<file path="config.mk">
export PLATFORM = sky130hd
export DESIGN_NAME = cpt_fifo
export DESIGN_NICKNAME = d
export VERILOG_FILES = /design/src/design/cpt_pkg.sv /design/src/design/cpt_fifo.sv
export VERILOG_INCLUDE_DIRS = /design/src /design/src/design
export SDC_FILE = /design/constraint.sdc
export NUM_CORES = 1
export LEC_CHECK = 0
export ABC_AREA = 1
export BUFFER_PORTS_ARGS = -buffer_cell sky130_fd_sc_hd__clkbuf_2
export CAP_MARGIN = 20
export CORE_ASPECT_RATIO = 1.5
export CORE_MARGIN = 5
export CORE_UTILIZATION = 59
export DETAILED_ROUTE_END_ITERATION = 10
export HOLD_SLACK_MARGIN = 0.06
export PLACE_DENSITY = 0.87
export SYNTH_ARGS = -nofsm -noshare
export SYNTH_HDL_FRONTEND = slang
export SYNTH_SLANG_ARGS = --single-unit
</file>
<file path="constraint.sdc">
create_clock -name aclk -period 2.57 [get_ports aclk]
set_input_delay 0.3855 -clock aclk [delete_from_list [all_inputs] [get_ports aclk]]
set_output_delay 0.3855 -clock aclk [all_outputs]
set_load 0.02 [all_outputs]
</file>
<file path="src/design/closest_point_on_triangle_macros.svh">
// Assertion macros for the closest point block.
`ifndef CLOSEST_POINT_ON_TRIANGLE_MACROS_SVH
`define CLOSEST_POINT_ON_TRIANGLE_MACROS_SVH

`ifndef SYNTH
`define CPT_ASSERT_IMPL(lbl, clk, rstn, ante, cons) \
    lbl: assert property (@(posedge clk) disable iff (!rstn) (ante) |-> (cons)) \
        else $error("same-cycle check failed");
`define CPT_ASSERT_NEXT(lbl, clk, rstn, ante, cons) \
    lbl: assert property (@(posedge clk) disable iff (!rstn) (ante) |=> (cons)) \
        else $error("next-cycle check failed");
`else
`define CPT_ASSERT_IMPL(lbl, clk, rstn, ante, cons)
`define CPT_ASSERT_NEXT(lbl, clk, rstn, ante, cons)
`endif

`endif

</file>
<file path="src/design/cpt_pkg.sv">
`timescale 1ns / 1ps

package cpt_pkg;

    localparam int COORD_BITS_DEF  = 16;
    localparam int WEIGHT_FRAC_DEF = 16;
    localparam int DIST_BITS       = 35;
    // extra fraction bits kept on the offset before squaring
    localparam int OFF_GUARD       = 4;
    localparam int FIFO_DEPTH      = 4;

    typedef enum logic [2:0] {
        REG_A     = 3'd0,
        REG_B     = 3'd1,
        REG_AB    = 3'd2,
        REG_C     = 3'd3,
        REG_AC    = 3'd4,
        REG_BC    = 3'd5,
        REG_FACE  = 3'd6,
        REG_DEGEN = 3'd7
    } region_t;

    typedef struct packed {
        logic empty;
        logic full;
    } fifo_stat_t;

endpackage

</file>
<file path="src/design/cpt_fifo.sv">
`timescale 1ns / 1ps
`include "closest_point_on_triangle_macros.svh"

module cpt_fifo #(
    parameter int W     = 8,
    parameter int DEPTH = cpt_pkg::FIFO_DEPTH,
    localparam int AW = $clog2(DEPTH),
    localparam int CW = AW + 1
) (
    input  logic                  aclk,
    input  logic                  aresetn,
    input  logic                  push,
    input  logic [W-1:0]          wdata,
    input  logic                  pop,
    output logic [W-1:0]          rdata,
    output cpt_pkg::fifo_stat_t   stat
);

    logic [W-1:0]  mem_reg [DEPTH];
    logic [AW-1:0] wr_ptr_reg, rd_ptr_reg;
    logic [CW-1:0] count_reg, count_next;

    always_comb begin
        count_next = count_reg;
        if (push && !pop) begin
            count_next = count_reg + 1'b1;
        end else if (pop && !push) begin
            count_next = count_reg - 1'b1;
        end
    end

    always_ff @(posedge aclk) begin
        if (!aresetn) begin
            wr_ptr_reg <= '0;
            rd_ptr_reg <= '0;
            count_reg  <= '0;
        end else begin
            count_reg <= count_next;
            if (push) wr_ptr_reg <= wr_ptr_reg + 1'b1;
            if (pop)  rd_ptr_reg <= rd_ptr_reg + 1'b1;
        end
    end

    always_ff @(posedge aclk) begin
        if (push) mem_reg[wr_ptr_reg] <= wdata;
    end

    assign rdata      = mem_reg[rd_ptr_reg];
    assign stat.empty = (count_reg == '0);
    assign stat.full  = (count_reg == CW'(DEPTH));

    `CPT_ASSERT_IMPL(a_count_range, aclk, aresetn, 1'b1, count_reg <= CW'(DEPTH))
    `CPT_ASSERT_IMPL(a_no_underflow, aclk, aresetn, pop, count_reg != '0)
    `CPT_ASSERT_IMPL(a_no_overflow, aclk, aresetn, push && !pop, count_reg != CW'(DEPTH))
    `CPT_ASSERT_NEXT(a_push_grows, aclk, aresetn, push && !pop, count_reg == $past(count_reg) + 1'b1)

endmodule

</file>
== Word-level counts from Yosys, hierarchy flattened ==
Memory sizes are Yosys's and may differ from the RTL's. A register that Yosys moved wholly into a read port is not among the register bits.
Index checks and enable logic that the tools add are counted.

* Output and inout port bits: 10
* Register bits: 7
* Memories kept: 1
* Input bits: 12
* Memory bits (writable): 32

* Multiplexer cells: 6
* Reduce and logical (&&, ||, !) cells: 6
* $add $sub $neg: 4
* Equality and inequality tests: 1

{| class="wikitable"
|+ Memory list
! memory !! words !! bits a word !! read ports !! clocked after memory_dff !! wr ports !! line !! text
|-
| mem_reg || 4 || 8 || 1 || 1 || 1 || cpt_fifo.sv:19 || <nowiki>logic [W-1:0] mem_reg [DEPTH];</nowiki>
|}

{| class="wikitable"
|+ Operator list
! cell !! count
|-
| 3-bit 2-to-1 mux || 2
|-
| 2-bit by 1-bit adder with 2-bit output (second input constant) || 2
|-
| 2-bit 2-to-1 mux || 2
|-
| 3-bit by 1-bit adder with 3-bit output (second input constant) || 1
|-
| 3-bit equality test (second input constant) || 1
|-
| 3-bit zero test || 1
|-
| 3-bit by 1-bit subtractor with 3-bit output (second input constant) || 1
|-
| 1-bit logical AND || 2
|-
| 1-bit zero test || 2
|-
| 1-bit 2-to-1 mux || 2
|-
| 2-bit nonzero test || 1
|}

== Depth between registers and ports, before layout ==
* Depth after elaboration: 4
* Mapped depth: 10
* Depth with buffers taken out: 10

== Least setup slack after synthesis ==
Ideal clock, no wire load.

* Path type: register to output
* Start point: reg with a tool-made name
* End point: out rdata[0]
* Required time: 2.184 ns
* Slack: 1.183 ns
* Data arrival time: 1.002 ns
* Stages on the path, launching flop included: 5
* Path through: dfxtp_1 > inv_2 > buf_6 > nor2_1 > o22ai_1

{| class="wikitable"
|+ RTL lines
! item !! line !! text
|-
| to (decl) || cpt_fifo.sv:15 || <nowiki>output logic [W-1:0] rdata,</nowiki>
|}

==> metrics.yaml <==
timing_worst_setup_path_type: "reg2out"
cp-start-kind: "flop"
finalNetCount: 178
largest_register_ffs: 32
detail_route.vias_per_cell: 5.29
max-slew-margin-rel: 0.629
yosysTopAreaCell: "sky130_fd_sc_hd__edfxtp_1"
largest_net_degree_at_the_start_of_global_routing: 18
synthesis.nets: 152
synthesis.area_per_instance_um2: 12.2
drive_gt1_frac: 0.211
io_buffers: 21
synth-edff-count: 32
fin_crit_sh: 0.834
worst_pin_slew_ns: 0.555
ys_ff_latch: 41
post_cts.repair.setup_buffers: 0
num_rows: 23
synth_seq_area_share: 0.696
clk-insertion-delay-late_ns: 0.28
ys.warnings.count: 0
ir_drop_mv: 0.523
cts_buffer_depth: 2
netlist-cell-type-count: 18
final_hold_viol_count: 0
synthMostInstantiatedCell: "sky130_fd_sc_hd__edfxtp_1"
ant_nets: 0
timing.rr.start: "wr_ptr_reg[0]"
tritoncts_num_sinks: 41
number_of_vias_in_the_routed_layout: 1048
synth.cells.most_frequent: "32 x sky130_fd_sc_hd__edfxtp_1, 18 x sky130_fd_sc_hd__nor2_1, 18 x sky130_fd_sc_hd__o21ai_0, 16 x sky130_fd_sc_hd__inv_1"
preCtsSetupSlack_ns: 0.750
max_clock_freq_mhz: 467
crit_end_category: "output port"
synthesis.instances: 134
vias_in_the_first_global_route: 1004
power_density_nw_per_um2: 742
cp.required_ns: 2.18
rsz0062_at_grt: "no"
n_antenna_cell: 0
crit_path_cell_trace: "inv_2 -> o21ai_0 -> o22ai_1 -> clkbuf_2"
tritoncts: "done"
die_ar_um2: 3950
synth-async-reset-ratio: 0
timing_max_transition_violations_final: 0
post_cts_hold_buffer_count: 0
critPathMaxStageDelay_ns: 0.67
synthDominantCellAreaShare: 0.586
run_status: "completed"
leakagePower_nw: 0.758
drt_iter0_drc: 47
grt-ovfl-total: 0
design.core.area_um2: 2680
fill_cells: 189
grt_use_total: 0.159
clk_pin_slew_ns: 0.07
post_synth_instance_area_um2: 1640
wl_um: 2800
timing.reg2reg.worst_path_depth: 4
dominant_synthesized_flop_cell: "sky130_fd_sc_hd__edfxtp_1"
io_pins: 22
crit-reg2reg-capture: "mem_reg[0][3]"
timing.final.ws_setup_ns: 0.428
initial_utilization: 0.612
detailedRoute.firstPassIterationCount: 4
post-route-util: 0.699
min-delay-start: "wdata[5]"
setup-tns-final_ns: 0
chipHeight_um: 74.6
multiInputGateArea_um2: 412
synth.top_cells.by_area: "sky130_fd_sc_hd__edfxtp_1 59%, sky130_fd_sc_hd__dfxtp_1 11%, sky130_fd_sc_hd__o21ai_0 5.5%"
cts-buffers-inserted: 5
die-width_um: 53.0
crit_arrival_ns: 1.76
initial_antenna_violation_count: 0
worstHoldPathCells: 1
finalCriticalPeriod_ns: 2.14
crit_path_max_fanout: 17
clock-root-buffer: "sky130_fd_sc_hd__clkbuf_8"
gpl.final_weighted_congestion: 0.813
layout.area.seq_um2: 1140
critical-path-slowest-cell: "sky130_fd_sc_hd__dfxtp_1"
route.detailed.drc: 0
finalSetupViolations: 0
skew_ns: 0.00334
grt_pass1_wl_um: 4420
avgRoutedWirePerCell_um: 14.1
whs_endpoint: "mem_reg[3][5]"
regToRegSetupSlack_ns: 1.30
cts.repair.resized: 0
maxCapViolations: 0
hold_class: "in2reg"
cts-htree-levels: 2
area.growth.synth_to_final_pct: 14.1
hpwlAfterDp_um: 2000
## critical path, delay by kind of cell (launching register included)
kind                   cells  cell delay, ns
DFF                        1            0.67
buffers and inverters      2            0.44
AOI/OAI and AO/OA          2            0.36
## cells in the final DEF (no fill, tap or decap), drive strengths merged, types with 2 or more instances in the layout
cell type  netlist  routed
edfxtp          32      32
clkbuf           0      28
o21ai           22      22
nor2            21      21
inv             17      17
nand2            9       9
dfxtp            9       9
o22ai            8       8
ha               5       5
a21oi            4       4
nor3             2       2
## where the power goes
part           total (W)  leakage, nW  internal [W]  switching (W)
registers       0.000774        0.369      0.000750      0.0000238
logic           0.000162        0.336     0.0000543       0.000108
clock network   0.000452       0.0534      0.000249       0.000204
## stage by stage
stage / hold WS (ns) / area, um^2 / total power (W) / std cells
6_report: 0.311 / 1870 / 0.00139 / 198
5_1_grt: 0.306 / 1870 / 0.00145 / 198
4_1_cts: 0.303 / 1870 / 0.00140 / 198
3_5_place_dp: 0.438 / 1770 / 0.000952 / 190
3_3_place_gp: 0.423 / 1770 / 0.000939 / 190
2_1_floorplan: 0.412 / 1640 / 0.000894 / 134
## worst max path at each step
| stage | from | end | cells past startpoint |
|---|---|---|---|
| after CTS | flop | rdata[1] | 4 |
| after floorplan | flop | rdata[0] | 4 |
| after global routing | flop | rdata[1] | 4 |
| final | flop | rdata[1] | 4 |
| after detailed placement | flop | rdata[1] | 4 |
| after global placement | flop | rdata[1] | 4 |
## logic make-up after synthesis
| group | Yosys count | synth area share |
|---|---|---|
| and+or+nand+nor | 34 | 0.0863 |
| adders and majority gates | 6 | 0.0504 |
| buffers and inverters | 19 | 0.0527 |
| DFF | 41 | 0.696 |
| AOI/OAI and AO/OA | 34 | 0.115 |
## area by class of cell
class                      count  area share
sequential                    41       0.610
clock inverter                 1     0.00268
inverter                      17      0.0341
clock buffer                   7      0.0522
timing repair buffer          21      0.0562
tap                           37      0.0247
multi-input combinational     74       0.220
## per-layer routing
metal / share of wire / track usage / vias up / routed length [um]
met4: 0.016 / 0.0710 / 0 / 46
li1: - / - / 518 / -
met5: 0 / 0 / - / 0
met3: 0.061 / 0.0601 / 6 / 171
met1: 0.39 / 0.166 / 489 / 1080
met2: 0.54 / 0.279 / 35 / 1500
No activity file was read; power rests on OpenSTA's default activity.
